### src/sv/ptq_pkg.sv
package ptq_pkg;

	localparam int PTQ_DEPTH = 16;

	localparam int OP_W = 2;
	localparam int ID_W = 16;
	localparam int PRI_W = 8;
	localparam int ST_W = 2;
	localparam int OCC_W = 5;

	localparam logic [OP_W-1:0] OP_ADD = 2'd0;
	localparam logic [OP_W-1:0] OP_POP = 2'd1;
	localparam logic [OP_W-1:0] OP_REMOVE = 2'd2;

	localparam logic [ST_W-1:0] ST_OK = 2'd0;
	localparam logic [ST_W-1:0] ST_EMPTY = 2'd1;
	localparam logic [ST_W-1:0] ST_NOT_FOUND = 2'd2;
	localparam logic [ST_W-1:0] ST_FULL = 2'd3;

	typedef struct packed {
		logic [OP_W-1:0] op;
		logic [ID_W-1:0] task_id;
		logic [PRI_W-1:0] task_priority;
	} req_t;

	typedef struct packed {
		logic [ST_W-1:0] status;
		logic [ID_W-1:0] removed_id;
		logic [PRI_W-1:0] removed_priority;
		logic [OCC_W-1:0] occupancy;
	} rsp_t;

	typedef struct packed {
		logic [ID_W-1:0] id;
		logic [PRI_W-1:0] prio;
	} entry_t;

endpackage

### src/sv/ptq_ram.sv
module ptq_ram #(
	parameter int WIDTH = 8,
	parameter int DEPTH = 16
) (
	input logic clk,
	input logic we,
	input logic [$clog2(DEPTH)-1:0] waddr,
	input logic [WIDTH-1:0] wdata,
	input logic [$clog2(DEPTH)-1:0] raddr,
	output logic [WIDTH-1:0] rdata
);

	logic [WIDTH-1:0] mem [DEPTH];

	always_ff @(posedge clk) begin
		if (we) begin
			mem[waddr] <= wdata;
		end
		rdata <= mem[raddr];
	end

endmodule

### src/sv/priority_task_queue.sv
// Channel   Handshake          Payload  Direction
// request   start, busy        request  in
// result    done (strobe)      result   out
//
// An unused op code, an add to a full or empty list and a pop or remove on an
// empty list are answered in the cycle after the request with busy never raised.
// Any other add scans the entry memory from the tail, one entry a cycle, until
// it finds an entry of equal or higher priority or reaches the head; a pop or
// remove scans from the head to the tail. The entry memory has a single read
// port. Reset clears the count and the control registers but not the entry
// memory, so the block takes a request in the first cycle after reset. The
// result is flagged by done for one cycle and cannot be stalled.
module priority_task_queue import ptq_pkg::*; #(
	parameter int DEPTH = PTQ_DEPTH
) (
	input logic clk,
	input logic arst_n,
	input logic start,
	output logic busy,
	input req_t request,
	output logic done,
	output rsp_t result
);

	localparam int AW = $clog2(DEPTH);
	localparam int CW = $clog2(DEPTH + 1);

	localparam logic [1:0] S_IDLE = 2'd0;
	localparam logic [1:0] S_ADD = 2'd1;
	localparam logic [1:0] S_HEAD = 2'd2;
	localparam logic [1:0] S_DEL = 2'd3;

	logic [1:0] state_q;
	logic [CW-1:0] cnt_q;
	logic [AW-1:0] idx_q;
	logic [AW-1:0] last_q;
	logic found_q;
	logic [OP_W-1:0] op_q;
	logic [ID_W-1:0] id_q;
	logic [PRI_W-1:0] pri_q;
	logic [ID_W-1:0] rid_q;
	logic [PRI_W-1:0] rpri_q;
	logic done_q;
	rsp_t result_q;

	logic ram_we;
	logic [AW-1:0] ram_waddr;
	logic [AW-1:0] ram_raddr;
	entry_t ram_wdata;
	entry_t ram_rdata;

	logic accept;
	logic hit;
	logic [AW-1:0] tail_idx;
	entry_t new_entry;

	assign busy = (state_q != S_IDLE);
	assign accept = start && !busy;
	assign tail_idx = AW'(cnt_q - CW'(1));
	assign new_entry = '{id: id_q, prio: pri_q};
	assign hit = !found_q && ((op_q == OP_POP) || (ram_rdata.id == id_q));
	assign done = done_q;
	assign result = result_q;

	ptq_ram #(
		.WIDTH($bits(entry_t)),
		.DEPTH(DEPTH)
	) u_ram (
		.clk(clk),
		.we(ram_we),
		.waddr(ram_waddr),
		.wdata(ram_wdata),
		.raddr(ram_raddr),
		.rdata(ram_rdata)
	);

	// The scans write one slot behind the entry they examine, so a slot is never
	// written before the scan has read it and no forwarding is needed.
	always_comb begin
		ram_we = 1'b0;
		ram_waddr = '0;
		ram_wdata = ram_rdata;
		ram_raddr = '0;
		case (state_q)
			S_IDLE: begin
				if (accept && request.op == OP_ADD) begin
					ram_raddr = tail_idx;
					if (cnt_q == '0) begin
						ram_we = 1'b1;
						ram_wdata = '{id: request.task_id, prio: request.task_priority};
					end
				end
			end
			S_ADD: begin
				ram_we = 1'b1;
				ram_waddr = idx_q + AW'(1);
				if (ram_rdata.prio >= pri_q) begin
					ram_wdata = new_entry;
				end else begin
					ram_raddr = idx_q - AW'(1);
				end
			end
			S_HEAD: begin
				ram_we = 1'b1;
				ram_wdata = new_entry;
			end
			S_DEL: begin
				ram_we = found_q;
				ram_waddr = idx_q - AW'(1);
				if (idx_q != last_q) begin
					ram_raddr = idx_q + AW'(1);
				end
			end
			default: begin
				ram_we = 1'b0;
			end
		endcase
	end

	always_ff @(posedge clk or negedge arst_n) begin
		if (!arst_n) begin
			state_q <= S_IDLE;
			cnt_q <= '0;
			done_q <= 1'b0;
			found_q <= 1'b0;
			idx_q <= '0;
			rid_q <= '0;
			rpri_q <= '0;
			result_q <= '0;
		end else begin
			done_q <= 1'b0;
			case (state_q)
				S_IDLE: begin
					if (accept) begin
						found_q <= 1'b0;
						if (request.op == OP_ADD) begin
							idx_q <= tail_idx;
						end else begin
							idx_q <= '0;
						end
						result_q.status <= ST_OK;
						result_q.removed_id <= '0;
						result_q.removed_priority <= '0;
						result_q.occupancy <= OCC_W'(cnt_q);
						case (request.op)
							OP_ADD: begin
								if (cnt_q == CW'(DEPTH)) begin
									result_q.status <= ST_FULL;
									done_q <= 1'b1;
								end else if (cnt_q == '0) begin
									cnt_q <= CW'(1);
									result_q.occupancy <= OCC_W'(1);
									done_q <= 1'b1;
								end else begin
									state_q <= S_ADD;
								end
							end
							OP_POP, OP_REMOVE: begin
								if (cnt_q == '0) begin
									result_q.status <= ST_EMPTY;
									done_q <= 1'b1;
								end else begin
									state_q <= S_DEL;
								end
							end
							default: begin
								done_q <= 1'b1;
							end
						endcase
					end
				end
				S_ADD: begin
					if (ram_rdata.prio >= pri_q) begin
						cnt_q <= cnt_q + CW'(1);
						result_q.occupancy <= OCC_W'(cnt_q + CW'(1));
						done_q <= 1'b1;
						state_q <= S_IDLE;
					end else if (idx_q == '0) begin
						state_q <= S_HEAD;
					end else begin
						idx_q <= idx_q - AW'(1);
					end
				end
				S_HEAD: begin
					cnt_q <= cnt_q + CW'(1);
					result_q.occupancy <= OCC_W'(cnt_q + CW'(1));
					done_q <= 1'b1;
					state_q <= S_IDLE;
				end
				S_DEL: begin
					if (hit) begin
						found_q <= 1'b1;
						rid_q <= ram_rdata.id;
						rpri_q <= ram_rdata.prio;
					end
					if (idx_q == last_q) begin
						done_q <= 1'b1;
						state_q <= S_IDLE;
						if (found_q || hit) begin
							cnt_q <= cnt_q - CW'(1);
							result_q.occupancy <= OCC_W'(cnt_q - CW'(1));
							result_q.removed_id <= found_q ? rid_q : ram_rdata.id;
							result_q.removed_priority <= found_q ? rpri_q : ram_rdata.prio;
						end else begin
							result_q.status <= ST_NOT_FOUND;
						end
					end else begin
						idx_q <= idx_q + AW'(1);
					end
				end
				default: begin
					state_q <= S_IDLE;
				end
			endcase
		end
	end

	always_ff @(posedge clk) begin
		if (accept) begin
			op_q <= request.op;
			id_q <= request.task_id;
			pri_q <= request.task_priority;
			last_q <= tail_idx;
		end
	end

`ifndef SYNTHESIS
	a_cnt_bound: assert property (@(posedge clk) disable iff (!arst_n)
		cnt_q <= CW'(DEPTH))
		else $error("entry count exceeds capacity");

	a_scan_nonempty: assert property (@(posedge clk) disable iff (!arst_n)
		busy |-> cnt_q != '0)
		else $error("scan running over an empty list");

	a_done_cause: assert property (@(posedge clk) disable iff (!arst_n)
		done |-> $past(busy) || $past(start))
		else $error("result without a request in progress");

	a_empty_occ: assert property (@(posedge clk) disable iff (!arst_n)
		done && result.status == ST_EMPTY |-> result.occupancy == '0 && cnt_q == '0)
		else $error("empty status with entries held");
`endif

endmodule
### config.mk
export PLATFORM = sky130hd
export DESIGN_NAME = priority_task_queue
export DESIGN_NICKNAME = d
export VERILOG_FILES = /design/src/sv/ptq_pkg.sv /design/src/sv/ptq_ram.sv /design/src/sv/priority_task_queue.sv
export SDC_FILE = /design/constraint.sdc
export NUM_CORES = 1
export LEC_CHECK = 0
export BUFFER_PORTS_ARGS = -buffer_cell sky130_fd_sc_hd__buf_2
export CORE_MARGIN = 2
export CORE_UTILIZATION = 30
export DETAILED_ROUTE_END_ITERATION = 10
export HOLD_SLACK_MARGIN = 0.1
export PLACE_DENSITY = 0.54
export SKIP_CTS_REPAIR_TIMING = 1
export SYNTH_ARGS = -nofsm -noshare
export SYNTH_HDL_FRONTEND = slang
export SYNTH_HIERARCHICAL = 1
export SYNTH_SLANG_ARGS = --single-unit
### constraint.sdc
create_clock -name clk -period 6.4 [get_ports clk]
set_clock_uncertainty 0.2 [all_clocks]
set_input_delay 0.32 -clock clk [delete_from_list [all_inputs] [get_ports clk]]
set_output_delay 0.32 -clock clk [all_outputs]
set_load 0.01 [all_outputs]
== Word-level counts from Yosys, hierarchy flattened ==
Memories as Yosys holds them, arrays and structs flattened. A register that Yosys moved wholly into a read port is not among the register bits.
Cells that the tools add are included.
W data, S select, Z words.
Cells by class
  $add $sub $neg: 4
  magnitude comparators: 1
  eq/ne operators: 24
  multiplexer cells: 57
  reductions and logical operators: 23
Operators by type and width (count)
  $mux W24: 3
  $pmux W24 S3: 1
  $mux W31: 2
  $pmux W26 S2: 1
  $pmux W5 S4: 2
  $mux W5: 7
  $mux W4: 8
  $mux W29: 1
  $pmux W4 S3: 2
  $mux W2: 9
  $ne A2 B2 Y1 const B: 9
  $eq A16 B16 Y1: 1
  $mux W16: 1
  $ne A3 B3 Y1 const B: 4
  $reduce_and A4 Y1: 3
  $mux W1: 11
  $ge A8 B8 Y1: 1
  $mux W8: 1
  $pmux W2 S2: 2
  $pmux W2 S4: 1
  $pmux W4 S2: 1
  $reduce_and A7 Y1: 1
  $eq A2 B1 Y1 const B: 3
  $eq A2 B2 Y1 const B: 3
  other kinds (23): 31
Storage, ports and cells
  flip-flop bits (word level): 98
  RAM bits: 384
  input bits: 29
  output and inout port bits: 33
  word-level logic and storage cells: 125
  memories kept: 1
Memories
  u_ram.mem: words 16, bits a word 24, rd ports 1, clocked after Yosys merged registers in 1, write ports 1, line ptq_ram.sv:13  | logic [WIDTH-1:0] mem [DEPTH];

== Longest topological paths before layout ==
  depth after elaboration: 8
  gate-level depth with buffers: 14
  depth with buffers taken out: 11

== By module ==
Netlist, hierarchy kept.
Modules (own cells, without submodules)
  ptq_ram: instances 1, cells each 636, area an instance 14930.6 um2
  priority_task_queue: instances 1, cells each 551, area an instance 5537.8 um2

== Least setup slack after synthesis ==
No wires, ideal clock.
  path type: reg2reg
  start point: register cnt_q[0]
  end point: memory u_ram/mem[0][0] (netlist name), enable pin
  arrival time: 4120 ps
  data required time: 5765 ps
  setup slack: 1645 ps
  stages on the path, launching flop included: 11
  clock period less this slack: 4755 ps
  path through: dfrtp_1 inv_1 ha_1 or3b_1 buf_2 or3_1 buf_6 buf_6 o21ai_0 or3b_2 nor3_1
On the way
  longest elaborated chain between the ends: 6
RTL lines
  start, declared: line priority_task_queue.sv:34  | logic [CW-1:0] cnt_q;
  start signal, assigned: line priority_task_queue.sv:174  | cnt_q <= cnt_q + CW'(1);
  start signal, assigned: line priority_task_queue.sv:185  | cnt_q <= cnt_q + CW'(1);
  start signal, assigned: line priority_task_queue.sv:200  | cnt_q <= cnt_q - CW'(1);
  $logic_not A5 Y1: line priority_task_queue.sv:88  | if (cnt_q == '0) begin
  $mux W1: line priority_task_queue.sv:88
  $mux W1: line priority_task_queue.sv:86  | if (accept && request.op == OP_ADD) begin
  $pmux W1 S3: line priority_task_queue.sv:84  | case (state_q)
  via ram_we: line priority_task_queue.sv:46  | logic ram_we;
  $mux W1: line ptq_ram.sv:16  | if (we) begin
  $mux W1 (not written as such): line ptq_ram.sv:17  | mem[waddr] <= wdata;
  end, declared: line ptq_ram.sv:13
The timed path passes the listed nets, and every way through them passes these cells.

== Worst setup path after layout ==
  start point: register u_ram.rdata[0] (read register of u_ram.mem)
  end point: register u_ram.rdata[7] (read register of u_ram.mem)
On the way
  longest elaborated chain between the ends: 3
RTL lines
  start, declared: line ptq_ram.sv:10  | output logic [WIDTH-1:0] rdata
  $ge A8 B8 Y1: line priority_task_queue.sv:97  | if (ram_rdata.prio >= pri_q) begin
  $mux W4: line priority_task_queue.sv:97
  $pmux W4 S3: line priority_task_queue.sv:84
  via ram_raddr[0]: line priority_task_queue.sv:48  | logic [AW-1:0] ram_raddr;
The timed path passes the listed nets, and every way through them passes these cells.
A chain may end at the register's enable or synchronous reset.

==> out/qor.yml <==
timing:
  slew_headroom_pct: 13.8
  post-route-period-util_pct: 72.3
  fin_tns_setup_ns: 0
  rsz0062_at_grt: "false"
  hold_slack_ns: 0.260
  report.final.slew_viol_count: 0
  max_slew.worst_pin.slew_ns: 1.29
  fmax_mhz: 216
  period_needed_ns: 4.63
  finalSetupViolations: 0
  hold_violations: 0
finish:
  nNetsFinal: 1335
  antennaDiodeCount: 0
  layout.cells.most_common: "edfxtp_1"
  final_cell_mix: "414 x edfxtp_1, 107 x nand2_1, 96 x mux4_2, 63 x dfrtp_1, 61 x buf_2"
  n_fill_cell: 6277
  area_growth_pct: 16.4
  drive_above_1_share_pct: 24.7
global_route:
  grt-ovfl-total: 0
  grt_pass1_vias: 11300
  grt_max_degree: 97
  antenna_found_initial: 1
  grt_pass1_wl_mm: 75.9
  grtUsageTotal_pct: 14.6
pwr:
  cellLeakagePower_nw: 8.07
  power_density_nw_per_um2: 534
  vdd_drop_max_mv: 0.382
worst_setup_path:
  critPathTopFamily: "compound AO/OA/AOI/OAI gates"
  timing.rr.end: "u_ram/rdata[7]$_DFF_P_"
  path_buf_inv: 2
  reg2reg_from: "u_ram/rdata[0]$_DFF_P_"
  end_kind: "register"
  ff2ff_setup_slack_ns: 1.77
  slowest_stage: "a211oi_1"
  crit_required_ns: 6.63
  cp-start-kind: "register"
  crit_chain: "inv_1 -> ha_1 -> nand2b_1 -> a2111o_1 -> a211oi_1 -> o21ai_0 -> a21oi_4 -> buf_12 -> mux4_2 -> a22oi_1 -> nand2_1"
  path_depth: 11
  arrival_ns: 4.86
  crit_path_max_fanout: 96
  worst-setup-path-type: "register to register"
  ff2ff_path_depth: 11
  cpPeakStageDelay_ns: 0.67
route:
  ant_nets: 0
  initialDrtViolationCount: 951
  routed.top_layer: "met4"
  wl_per_cell_um: 23.5
  avgViaCountPerCell: 5.13
  wl_met3_mm: 3.07
  drc: 0
  drt_wl_total_mm: 51.6
  met2_length_mm: 24.1
  num_vias: 11300
  wl_met1_mm: 23.3
  firstDrtPassIters: 7
clocking:
  path_clk_slew_ns: 0.07
  h-tree-depth: 2
  insertion_delay_ns: 0.59
  cts_buffer_depth: 3
  cts_made_buffers: 50
  cts_tree: "built"
  cts.sinks: 501
  root_buffer: "clkbuf_16"
synthesis:
  ys_warn_count: 6
  synth-compound-area-share_pct: 6.78
  synth-async-reset-ratio_pct: 12.6
  yosys.area_share.simple_pct: 4.11
  yosysUniqueCellTypes: 58
  ys_ff_latch: 501
  synth_edf_count: 414
  netlist_instances: 1187
  netlist_area_sq_um: 20500
  synthAdderAreaFrac_pct: 1.22
  synthXorXnorAreaFrac_pct: 1.24
  ys.flop_type: "edfxtp_1"
  synth_top_family_by_area: "multiplexers"
  ys_seq_area_share_pct: 70.8
  syn_avg_cell_area_sq_um: 17.2
  synth.net_count: 1236
  synthMuxAreaShare_pct: 13.7
min_path:
  hold_path.class: "input pin to asynchronous set/reset pin"
die:
  die_height_um: 265
  io_pins: 62
  die_area_sq_um: 70300
  initial_core_util_pct: 30.4
  die_w_um: 265
  rows: 95
  core_area_sq_um: 67400
place:
  port_buffers: 61
  gp_congestion: 0.781
  place_hpwl_mm: 29.8
status:
  status: "complete, no violations"
run:
  max_cap_viol_count: 0
-- worst register-to-register path, stage by stage, from the launching register on --
cell and delay [ns]:
dfxtp_1 0.39, inv_1 0.06, ha_1 0.26, nand2b_1 0.14
a2111o_1 0.43, a211oi_1 0.67, o21ai_0 0.33, a21oi_4 0.24
buf_12 0.60, mux4_2 0.74, a22oi_1 0.24, nand2_1 0.19
-- through the flow --
stage	area, sq um	std cells	total power [mW]	util, %	worst slack [ns]
2_1_floorplan	20500	1187	8.30	-	1.64
3_3_place_gp	21900	2079	9.74	32.5	1.85
3_5_place_dp	21900	2079	9.84	32.5	1.80
4_1_cts	23500	2171	12.8	34.9	1.79
5_1_grt	23800	2199	13.4	35.3	1.40
6_report	23800	2199	12.7	35.3	1.77
-- state kept, by name, summed over array words and instances (netlist names) --
name / cells
state_q: 2
u_ram/mem: 384
last_q: 4
idx_q: 4
done: 1
op_q: 2
found_q: 1
id_q: 16
u_ram/rdata: 24
rpri_q: 8
cnt_q: 5
result: 26
pri_q: 8
rid_q: 16
-- cell type report --
type | instances | area [sq um] | share of cell area (%)
clock buffer | 68 | 1410 | 5.92
multi-input combinational | 594 | 5680 | 23.8
clock inverter | 24 | 246 | 1.03
tap | 873 | 1090 | 4.59
inverter | 22 | 82.6 | 0.347
timing repair buffer | 117 | 821 | 3.45
sequential | 501 | 14500 | 60.8
-- power by group --
group | internal [mW] | leakage [nW] | switching (mW)
clock network | 1.71 | 0.821 | 1.24
logic | 1.63 | 2.45 | 2.80
registers | 4.93 | 4.80 | 0.411
total | 8.27 | 8.07 | 4.45
-- synthesized netlist by cell type, types with 2 or more instances --
cell | n | area, sq um
ha_1 | 20 | 250
xor2_1 | 22 | 193
o2bb2ai_1 | 3 | 26.3
a32oi_1 | 2 | 17.5
nand2b_1 | 4 | 25.0
a221oi_1 | 2 | 17.5
mux2_2 | 31 | 349
a21o_1 | 9 | 67.6
and2_1 | 3 | 18.8
nor2_1 | 31 | 116
buf_2 | 25 | 125
a31oi_1 | 2 | 12.5
nand3_1 | 7 | 35.0
nor3_1 | 6 | 30.0
nor4_1 | 6 | 37.5
a222oi_1 | 2 | 20.0
edfxtp_1 | 414 | 12400
a21oi_1 | 52 | 260
nand4_1 | 2 | 12.5
dfxtp_1 | 24 | 480
mux2i_1 | 29 | 290
or3b_2 | 2 | 17.5
xnor2_1 | 7 | 61.3
a22o_1 | 2 | 17.5
buf_6 | 9 | 101
buf_1 | 3 | 11.3
a211oi_1 | 4 | 30.0
clkinv_1 | 2 | 7.51
inv_1 | 20 | 75.1
a22oi_1 | 50 | 375
clkbuf_1 | 33 | 124
o31ai_1 | 26 | 195
a221o_1 | 14 | 140
o21ai_1 | 9 | 45.0
nand3b_1 | 5 | 37.5
nor2b_1 | 7 | 43.8
nand2_1 | 107 | 402
dfrtp_1 | 63 | 1580
mux4_2 | 96 | 2160
o21ai_0 | 14 | 70.1
-- logic make-up (layout without fill, tap and decap cells) --
| group | count (synthesis) | after routing |
|---|---|---|
| buffers and inverters | 92 | 231 |
| adder cells (fa/ha/maj) | 20 | 20 |
| flip-flops | 501 | 501 |
| multiplexers | 156 | 156 |
| AND/OR/NAND/NOR | 188 | 188 |
| AO/OA/AOI/OAI | 201 | 201 |
| XOR/XNOR | 29 | 29 |
-- routing by layer --
metal	global-route usage [%]	vias up
met1	20.4	5927
met3	2.29	67
li1	-	4908
met4	4.28	0
met5	0	-
met2	23.5	376
-- worst max path at each step --
stage / slack, ns / from / to
floorplan: 1.64 / cnt_q[0]$_DFFE_PN0P_ / u_ram/mem[0][0]$_DFFE_PP_
global placement: 1.85 / u_ram/rdata[0]$_DFF_P_ / u_ram/rdata[7]$_DFF_P_
detailed placement: 1.80 / u_ram/rdata[0]$_DFF_P_ / u_ram/rdata[7]$_DFF_P_
CTS: 1.79 / u_ram/rdata[0]$_DFF_P_ / u_ram/rdata[7]$_DFF_P_
global route: 1.40 / u_ram/rdata[0]$_DFF_P_ / u_ram/rdata[7]$_DFF_P_
finish: 1.77 / u_ram/rdata[0]$_DFF_P_ / u_ram/rdata[7]$_DFF_P_
Power figures use the tool's default switching activity.
